--- src/rtl/core/tsr_pkg.sv ---
`timescale 1ns / 1ps

package tsr_pkg;

  localparam int INDEX_BITS = 10;
  localparam int ENTRY_W    = INDEX_BITS + 1;
  localparam int TABLE_SIZE = (1 << INDEX_BITS) + 1;
  localparam int REQ_W      = 3;
  localparam int WORD_W     = ENTRY_W + 1;
  localparam int IN_DATA_W  = ((REQ_W + ENTRY_W + 7) / 8) * 8;
  localparam int OUT_DATA_W = ((1 + ENTRY_W + 7) / 8) * 8;

  typedef logic [ENTRY_W-1:0] entry_t;
  typedef logic [REQ_W-1:0]   req_t;

  localparam req_t REQ_ADD    = 3'd0;
  localparam req_t REQ_REMOVE = 3'd1;
  localparam req_t REQ_PICK   = 3'd2;
  localparam req_t REQ_MEMBER = 3'd3;
  localparam req_t REQ_EMPTY  = 3'd4;

  typedef enum logic [3:0] {
    ST_CLEAR,
    ST_IDLE,
    ST_DISPATCH,
    ST_ENT_CHK,
    ST_WALK_A,
    ST_WALK_AD,
    ST_WALK_BD,
    ST_WALK_OK,
    ST_WALK_FAIL,
    ST_ADD_LINK,
    ST_ADD_POS,
    ST_ADD_SOLO,
    ST_RESP
  } ctl_state_t;

  typedef enum logic [1:0] {
    RD_ENT,
    RD_A,
    RD_LINK
  } rd_sel_t;

  typedef enum logic [2:0] {
    WR_CLEAR,
    WR_TOMB,
    WR_SKIP,
    WR_LINK_S,
    WR_LINK_POS,
    WR_SOLO
  } wr_sel_t;

  typedef struct packed {
    logic    load_req;
    rd_sel_t rd_sel;
    logic    wr_en;
    wr_sel_t wr_sel;
    logic    clr_inc;
    logic    walk_start;
    logic    walk_step;
    logic    b_load;
    logic    found_a;
    logic    found_b;
    logic    cur_clear;
    logic    cur_set_ent;
    logic    cur_set_next;
    logic    res_load;
    logic    res_flag;
    logic    res_pick;
    logic    out_load;
  } ctl_cmd_t;

  typedef struct packed {
    req_t req;
    logic ent_valid;
    logic cur_zero;
    logic a_valid;
    logic link_ok;
    logic rd_tomb;
    logic rd_link_zero;
    logic steps_last;
    logic clr_last;
    logic out_free;
  } dp_sts_t;

  function automatic logic idx_valid(entry_t x);
    return (x != '0) && (x <= ENTRY_W'(TABLE_SIZE - 1));
  endfunction

endpackage

--- src/rtl/core/tsr_ctrl.sv ---
`timescale 1ns / 1ps

module tsr_ctrl (
  input  logic              clk,
  input  logic              rst_n,
  input  logic              in_tvalid,
  output logic              in_tready,
  input  tsr_pkg::dp_sts_t  sts,
  output tsr_pkg::ctl_cmd_t cmd
);

  tsr_pkg::ctl_state_t state_r, state_nxt;

  always_ff @(posedge clk) begin
    if (!rst_n) begin
      state_r <= tsr_pkg::ST_CLEAR;
    end else begin
      state_r <= state_nxt;
    end
  end

  always_comb begin
    state_nxt = state_r;
    unique case (state_r)
      tsr_pkg::ST_CLEAR: begin
        if (sts.clr_last) state_nxt = tsr_pkg::ST_IDLE;
      end
      tsr_pkg::ST_IDLE: begin
        if (in_tvalid) state_nxt = tsr_pkg::ST_DISPATCH;
      end
      tsr_pkg::ST_DISPATCH: begin
        if (sts.req == tsr_pkg::REQ_ADD || sts.req == tsr_pkg::REQ_REMOVE ||
            sts.req == tsr_pkg::REQ_MEMBER) begin
          state_nxt = sts.ent_valid ? tsr_pkg::ST_ENT_CHK : tsr_pkg::ST_RESP;
        end else if (sts.req == tsr_pkg::REQ_PICK || sts.req == tsr_pkg::REQ_EMPTY) begin
          state_nxt = sts.cur_zero ? tsr_pkg::ST_RESP : tsr_pkg::ST_WALK_A;
        end else begin
          state_nxt = tsr_pkg::ST_RESP;
        end
      end
      tsr_pkg::ST_ENT_CHK: begin
        if (sts.req != tsr_pkg::REQ_ADD || !sts.rd_link_zero || sts.rd_tomb) begin
          state_nxt = tsr_pkg::ST_RESP;
        end else if (sts.cur_zero) begin
          state_nxt = tsr_pkg::ST_ADD_SOLO;
        end else begin
          state_nxt = tsr_pkg::ST_WALK_A;
        end
      end
      tsr_pkg::ST_WALK_A: begin
        state_nxt = sts.a_valid ? tsr_pkg::ST_WALK_AD : tsr_pkg::ST_WALK_FAIL;
      end
      tsr_pkg::ST_WALK_AD: begin
        if (!sts.rd_tomb) state_nxt = tsr_pkg::ST_WALK_OK;
        else if (!sts.link_ok) state_nxt = tsr_pkg::ST_WALK_FAIL;
        else state_nxt = tsr_pkg::ST_WALK_BD;
      end
      tsr_pkg::ST_WALK_BD: begin
        if (!sts.rd_tomb) state_nxt = tsr_pkg::ST_WALK_OK;
        else if (!sts.link_ok || sts.steps_last) state_nxt = tsr_pkg::ST_WALK_FAIL;
        else state_nxt = tsr_pkg::ST_WALK_A;
      end
      tsr_pkg::ST_WALK_OK: begin
        state_nxt = (sts.req == tsr_pkg::REQ_ADD) ? tsr_pkg::ST_ADD_LINK : tsr_pkg::ST_RESP;
      end
      tsr_pkg::ST_WALK_FAIL: begin
        state_nxt = (sts.req == tsr_pkg::REQ_ADD) ? tsr_pkg::ST_ADD_SOLO : tsr_pkg::ST_RESP;
      end
      tsr_pkg::ST_ADD_LINK: state_nxt = tsr_pkg::ST_ADD_POS;
      tsr_pkg::ST_ADD_POS:  state_nxt = tsr_pkg::ST_RESP;
      tsr_pkg::ST_ADD_SOLO: state_nxt = tsr_pkg::ST_RESP;
      tsr_pkg::ST_RESP: begin
        if (sts.out_free) state_nxt = tsr_pkg::ST_IDLE;
      end
      default: state_nxt = tsr_pkg::ST_CLEAR;
    endcase
  end

  always_comb begin
    cmd       = '0;
    in_tready = 1'b0;
    unique case (state_r)
      tsr_pkg::ST_CLEAR: begin
        cmd.wr_en   = 1'b1;
        cmd.wr_sel  = tsr_pkg::WR_CLEAR;
        cmd.clr_inc = 1'b1;
      end
      tsr_pkg::ST_IDLE: begin
        in_tready    = 1'b1;
        cmd.load_req = in_tvalid;
      end
      tsr_pkg::ST_DISPATCH: begin
        cmd.rd_sel     = tsr_pkg::RD_ENT;
        cmd.walk_start = 1'b1;
        cmd.res_load   = 1'b1;
        cmd.res_flag   = (sts.req == tsr_pkg::REQ_EMPTY) && sts.cur_zero;
      end
      tsr_pkg::ST_ENT_CHK: begin
        cmd.walk_start = 1'b1;
        cmd.res_load   = 1'b1;
        if (sts.req == tsr_pkg::REQ_REMOVE) begin
          cmd.res_flag = !sts.rd_tomb;
          cmd.wr_en    = !sts.rd_tomb;
          cmd.wr_sel   = tsr_pkg::WR_TOMB;
        end else if (sts.req == tsr_pkg::REQ_MEMBER) begin
          cmd.res_flag = !sts.rd_link_zero;
        end
      end
      tsr_pkg::ST_WALK_A: begin
        cmd.rd_sel = tsr_pkg::RD_A;
      end
      tsr_pkg::ST_WALK_AD: begin
        if (!sts.rd_tomb) begin
          cmd.found_a = 1'b1;
        end else begin
          cmd.b_load = 1'b1;
          cmd.rd_sel = tsr_pkg::RD_LINK;
        end
      end
      tsr_pkg::ST_WALK_BD: begin
        if (!sts.rd_tomb) begin
          cmd.found_b = 1'b1;
        end else if (sts.link_ok) begin
          cmd.wr_en     = 1'b1;
          cmd.wr_sel    = tsr_pkg::WR_SKIP;
          cmd.walk_step = 1'b1;
        end
      end
      tsr_pkg::ST_WALK_OK: begin
        if (sts.req == tsr_pkg::REQ_PICK) begin
          cmd.res_load     = 1'b1;
          cmd.res_flag     = 1'b1;
          cmd.res_pick     = 1'b1;
          cmd.cur_set_next = 1'b1;
        end
      end
      tsr_pkg::ST_WALK_FAIL: begin
        cmd.cur_clear = 1'b1;
        cmd.res_load  = 1'b1;
        cmd.res_flag  = (sts.req == tsr_pkg::REQ_EMPTY);
      end
      tsr_pkg::ST_ADD_LINK: begin
        cmd.wr_en  = 1'b1;
        cmd.wr_sel = tsr_pkg::WR_LINK_S;
      end
      tsr_pkg::ST_ADD_POS: begin
        cmd.wr_en    = 1'b1;
        cmd.wr_sel   = tsr_pkg::WR_LINK_POS;
        cmd.res_load = 1'b1;
        cmd.res_flag = 1'b1;
      end
      tsr_pkg::ST_ADD_SOLO: begin
        cmd.wr_en       = 1'b1;
        cmd.wr_sel      = tsr_pkg::WR_SOLO;
        cmd.cur_set_ent = 1'b1;
        cmd.res_load    = 1'b1;
        cmd.res_flag    = 1'b1;
      end
      tsr_pkg::ST_RESP: begin
        cmd.out_load = sts.out_free;
      end
      default: begin
        cmd = '0;
      end
    endcase
  end

endmodule

--- config.mk ---
export PLATFORM = sky130hd
export DESIGN_NAME = tsr_ctrl
export DESIGN_NICKNAME = d
export VERILOG_FILES = /design/src/rtl/core/tsr_pkg.sv /design/src/rtl/core/tsr_ctrl.sv
export SDC_FILE = /design/constraint.sdc
export NUM_CORES = 1
export LEC_CHECK = 0
export ABC_AREA = 1
export BUFFER_PORTS_ARGS = -buffer_cell sky130_fd_sc_hd__clkbuf_2
export CORE_UTILIZATION = 43
export DETAILED_ROUTE_END_ITERATION = 7
export GPL_TIMING_DRIVEN = 0
export PLACE_DENSITY = 0.77
export REMOVE_ABC_BUFFERS = 1
export SYNTH_ARGS = -nofsm -noshare
export SYNTH_HDL_FRONTEND = slang
export SYNTH_SLANG_ARGS = --single-unit
--- constraint.sdc ---
create_clock -name clk -period 1.85 [get_ports clk]
set_clock_uncertainty 0.2 [all_clocks]
set_input_delay 0.0925 -clock clk [delete_from_list [all_inputs] [get_ports clk]]
set_output_delay 0.0925 -clock clk [all_outputs]
set_load 0.01 [all_outputs]
==> flow_summary.ini, run 1 <==
[outcome]
outcome = finished, final reports clean

[yosys]
netlist-cell-type-count = 20
syn_inst = 133
seq_area_frac_synth_pct = 12.0
yosysTopAreaCell = nand2_1
syn_avg_cell_area_sq_um = 5.00
netlist.area_leader.share_pct = 16.4
syn-cell-area_sq_um = 666
ys_seq_elements = 4
yosys_warnings = 0
synthTopCellsByArea = nand2_1 16%, inv_1 15%, nor2_1 15%

[setup_path]
worstSetupPathType = flip-flop to output port
worstSetupEndpointType = output port
cp_data_required_time_ns = 1.56
worstPathMaxFanout = 5
slowest_stage = dfxtp_1
cpPeakStageDelay_ns = 0.36
path_cells = nor2_1 -> nand2_2 -> o21ai_0 -> nand3_1 -> o2111ai_1 -> clkbuf_2
arrival_ns = 1.54
start_kind = flip-flop

[timing]
maxSlewViolCount = 0
maxSlewHeadroom_pct = 74.2
clock.fmax_mhz = 546
rsz0062_at_grt = true
timing.final.ws_setup_ns = 0.0170
setup_violations = 0
fin_crit_ns = 1.83
worst_pin_slew_ns = 0.386
finalHoldViolations = 0
period_share_pct = 99.1

[power_and_ir_drop]
irDropWorstVdd_mv = 0.693
p_leak_uw = 0.000577
p_sw_share_pct = 56.3
power_switching_uw = 633
cellPowerDensity_nw_per_um2 = 1200
p_seq_share_pct = 17.4
p_clk_share_pct = 10.0
p_int_uw = 492
power_frac_comb_pct = 72.7

[cts]
cts_buffer_depth = 2
insertion_delay_ns = 0.24
clkSinkCount = 4
root_buffer = clkbuf_4
numCtsBuffers = 3
clkTransAtPathRegs_ns = 0.04
tritoncts = yes
htreeDepth = 1

[layout]
most-common-layout-cells = 34 x clkbuf_2, 28 x nand2_1, 25 x nor2_1
final_util_pct = 68.6
regMostFlops = state_r
mostFrequentLayoutCell = clkbuf_2
num_antenna_cells = 0
reg.largest.list = state_r (4)
drive_gt1_share_pct = 33.7
area_delta_synth_final_pct = 40.8
largest_reg_flops = 4
finalNonFillerCells = 187
nets = 189

[drt]
drt-initial-drc-count = 25
viasPerCell = 5.21
ant_nets = 0
vias = 974
route.detailed.drc = 0
wl_per_cell_um = 11.3
first_pass_iters = 4
wl_mm = 2.11

[global_route]
grt_usage_pct = 26.2
grtUsageMet2_pct = 45.3
grt_pass1_wl_mm = 2.95
grt_util_met3_pct = 3.72
grt_busiest_layer = met2
antenna_found_initial = 0
met1_usage_pct = 32.3
grt_max_degree = 9
grt_overflow_total = 0
grt_pass1_vias = 737

[die]
die_y_um = 41.3
design.core.area_sq_um = 1370
die_area_sq_um = 1710
start_util_pct = 48.7
rows = 13
die_w_um = 41.3
io_pins = 36

[placed_design]
port_buffers = 35
dpl_worst_slack_ns = 0.192
gp_congestion = 0.869
place_inst = 181
dpl.hpwl_mm = 1.69

[flow_run]
max_cap_violations = 0

[min_path]
min_path_type = input pin to flip-flop
-- repair_timing --
action	in CTS	in global routing
endpoints found under the setup margin	1	4
endpoints found under the hold margin	4	0
pin swaps	0	2
hold buffers	2	0
setup buffers	0	1
resized for setup	3	13
gates cloned	0	0
-- kinds of logic after synthesis --
| group | after synthesis | share of synthesized area [%] |
|---|---|---|
| AO/OA/AOI/OAI | 16 | 14.1 |
| buffers and inverters | 31 | 18.6 |
| AND/OR/NAND/NOR | 82 | 55.3 |
| flip-flops | 4 | 12.0 |
-- stage by stage --
| stage | power [uW] | hold slack (ns) | setup TNS [ns] | cell area, sq um |
|---|---|---|---|---|
| 2_1_floorplan | 684 | -0.00987 | 0 | 651 |
| 3_3_place_gp | 900 | 0.114 | 0 | 845 |
| 3_5_place_dp | 919 | 0.114 | 0 | 845 |
| 4_1_cts | 1050 | 0.0875 | 0 | 898 |
| 5_1_grt | 1230 | 0.173 | -0.131 | 937 |
| 6_report | 1120 | 0.0817 | 0 | 937 |
-- critical path: cells and delay by family (launching register included) --
family,cells,cell delay (ns)
flops,1,0.36
buf+inv,1,0.16
simple gates,3,0.60
compound gates,2,0.18
-- power by group through the flow --
stage	Combinational, uW	Sequential, uW	Clock [uW]
floorplan	527	157	0
global placement	737	163	0
detailed placement	753	165	0
CTS	768	172	110
global route	911	201	118
finish	817	195	112
-- synthesized netlist by cell type --
cell / instances
a21oi_1: 4
o21ai_0: 8
o21bai_2: 1
nand4_1: 6
nand2_2: 2
nor4_1: 1
inv_2: 3
buf_4: 2
nor2_1: 26
nor2_4: 1
nand3_1: 11
dfxtp_1: 4
inv_1: 26
nor3_1: 2
nor3_2: 1
nor2_2: 3
o2111ai_1: 1
o21ai_1: 1
a21oi_2: 1
nand2_1: 29
-- final timing paths --
kind / slack (ns) / startpoint / endpoint / depth (start not counted)
max reg2reg: 0.23 / state_r[0] / state_r[0] / 6
min: 0.08 / sts[1] / state_r[1] / 5
min reg2reg: 0.55 / state_r[2] / state_r[2] / 4
max: 0.02 / state_r[0] / cmd[2] / 6
-- layout make-up --
cell class,instances,area (sq um)
sequential,4,88.8
inverter,29,114
clock buffer,3,22.5
fill,132,429
multi-input combinational,98,490
tap,15,18.8
timing repair buffer,38,203
-- metal layers --
metal	vias up	wire length, um	share of wire, %
met5	-	0	0
met4	0	17	0.81
met3	2	69	3.3
met2	32	1100	52
met1	442	928	44
li1	498	-	-
Power figures use the tool's default switching activity.
==> inputs of run 2 (changes only) <==
--- a/config.mk
+++ b/config.mk
@@ -7,10 +7,13 @@
 export LEC_CHECK = 0
 export ABC_AREA = 1
 export BUFFER_PORTS_ARGS = -buffer_cell sky130_fd_sc_hd__clkbuf_2
-export CORE_UTILIZATION = 43
+export CELL_PAD_IN_SITES_DETAIL_PLACEMENT = 0
+export CELL_PAD_IN_SITES_GLOBAL_PLACEMENT = 2
+export CORE_ASPECT_RATIO = 1.2
+export CORE_UTILIZATION = 19
 export DETAILED_ROUTE_END_ITERATION = 7
 export GPL_TIMING_DRIVEN = 0
-export PLACE_DENSITY = 0.77
+export PLACE_DENSITY_LB_ADDON = 0.1
 export REMOVE_ABC_BUFFERS = 1
 export SYNTH_ARGS = -nofsm -noshare
 export SYNTH_HDL_FRONTEND = slang
==> run 2 against run 1 <==
Against the previous run: global-route usage shrank 13 points; routed wire length rose by 10%; final cell count grew 13%; sequential share of layout area decreased by 0.82 points; power grew 9.5%; hold slack worse by 0.0015 ns; clock power is 64% higher; non-clock buffer count is 3 higher.
==> flow_summary.ini, run 2 (synthesized netlist as in run 1, its figures left out) <==
[global_route]
grt_pass1_wl_mm = 3.68
grt_usage_pct = 12.8
antenna_found_initial = 0
grt_overflow_total = 0
grt_max_degree = 9
grt_pass1_vias = 852

[placed_design]
dpl-instance-area_sq_um = 872
port_buffers = 35
dpl_worst_slack_ns = 0.168
gp_congestion = 0.805
dpl.hpwl_mm = 2.01

[timing]
worst_pin_slew_ns = 0.304
timing.final.ws_setup_ns = 0.0910
maxSlewViolCount = 0
clock.fmax_mhz = 569
finalHoldViolations = 0
maxSlewHeadroom_pct = 79.7
period_share_pct = 95.1
fin_crit_ns = 1.76
setup_violations = 0

[cts]
clkTransAtPathRegs_ns = 0.03
root_buffer = clkbuf_8
cts_buffer_depth = 2
htreeDepth = 1
clkSinkCount = 4
insertion_delay_ns = 0.22
numCtsBuffers = 3
tritoncts = yes

[setup_path]
worstSetupEndpointType = output port
worstPathMaxFanout = 4
path_cells = inv_2 -> nor2_4 -> nand2_2 -> nor3_2 -> o21bai_4 -> nor2_1 -> o21ai_1 -> buf_2
worstSetupPathType = flip-flop to output port
cp_data_required_time_ns = 1.56
start_kind = flip-flop
slowest_stage = dfxtp_2
arrival_ns = 1.47
cpPeakStageDelay_ns = 0.37

[min_path]
min_path_type = input pin to flip-flop

[drt]
ant_nets = 0
wl_mm = 2.33
route.detailed.drc = 0
drt-initial-drc-count = 32
vias = 955
viasPerCell = 4.50
wl_per_cell_um = 11.0
first_pass_iters = 4

[power_and_ir_drop]
p_leak_uw = 0.000600
cellPowerDensity_nw_per_um2 = 1220
p_total_uw = 1230
irDropWorstVdd_mv = 0.587

[die]
start_util_pct = 19.9
io_pins = 36
die_w_um = 56.0
die_y_um = 66.8
die_area_sq_um = 3750
rows = 23
design.core.area_sq_um = 3340

[layout]
largest_reg_flops = 4
drive_gt1_share_pct = 36.6
finalInstanceArea_sq_um = 1010
area_delta_synth_final_pct = 51.9
mostFrequentLayoutCell = clkbuf_2
num_antenna_cells = 0
nets = 192
most-common-layout-cells = 34 x clkbuf_2, 27 x nand2_1, 24 x nor2_1, 24 x inv_1, 11 x nand3_1
regMostFlops = state_r
reg.largest.list = state_r (4)

[outcome]
outcome = finished, final reports clean

[flow_run]
max_cap_violations = 0
==> run 2: final cells by class <==
| class | count | area (sq um) |
|---|---|---|
| Clock buffer | 3 | 41.3 |
| Fill cell | 394 | 2330 |
| Inverter | 29 | 111 |
| Multi-Input combinational cell | 98 | 499 |
| Sequential cell | 4 | 87.6 |
| Tap cell | 37 | 46.3 |
| Timing Repair Buffer | 41 | 225 |
==> run 2: stage by stage <==
stage,hold WS (ns),TNS (ns),utilization [%],instances
after floorplan,-0.00987,0,-,131
after global placement,0.108,0,26.1,203
after detailed placement,0.111,0,26.1,203
after CTS,0.0968,0,28.1,208
after global routing,0.152,-0.00633,30.3,212
final,0.0802,0,30.3,212
==> run 2: what timing repair did <==
action,in CTS,in global routing
endpoints found under the setup margin,3,3
hold buffers,2,0
buffers inserted,0,4
pin swaps,0,2
resized for setup,2,16
cloned,0,0
endpoints found under the hold margin,4,0
==> run 2: power by group <==
| part | total, uW | internal (uW) | switching [uW] |
|---|---|---|---|
| combinational | 838 | 313 | 525 |
| clock | 184 | 139 | 45.2 |
| sequential | 210 | 133 | 77.1 |
==> run 2: final timing paths <==
| kind | start | endpoint | slack [ns] | depth (start not counted) |
|---|---|---|---|---|
| max | state_r[1] | cmd[16] | 0.09 | 8 |
| min | sts[1] | state_r[1] | 0.08 | 5 |
| max reg2reg | state_r[3] | state_r[2] | 0.28 | 9 |
| min reg2reg | state_r[2] | state_r[2] | 0.56 | 4 |
==> run 2: critical path: cells and delay by family (launching register included) <==
kind / cells / cell delay [ns]
flops: 1 / 0.37
simple gates: 4 / 0.46
compound gates: 2 / 0.21
buf+inv: 2 / 0.22
==> run 2: per-layer routing <==
metal  routed length, um  track usage, %  vias to the layer above
li1                    -               -                      505
met1                 973            14.2                      417
met2                1200            24.0                       29
met3                 114            1.36                        4
met4                  38            6.40                        0
met5                   0               0                        -
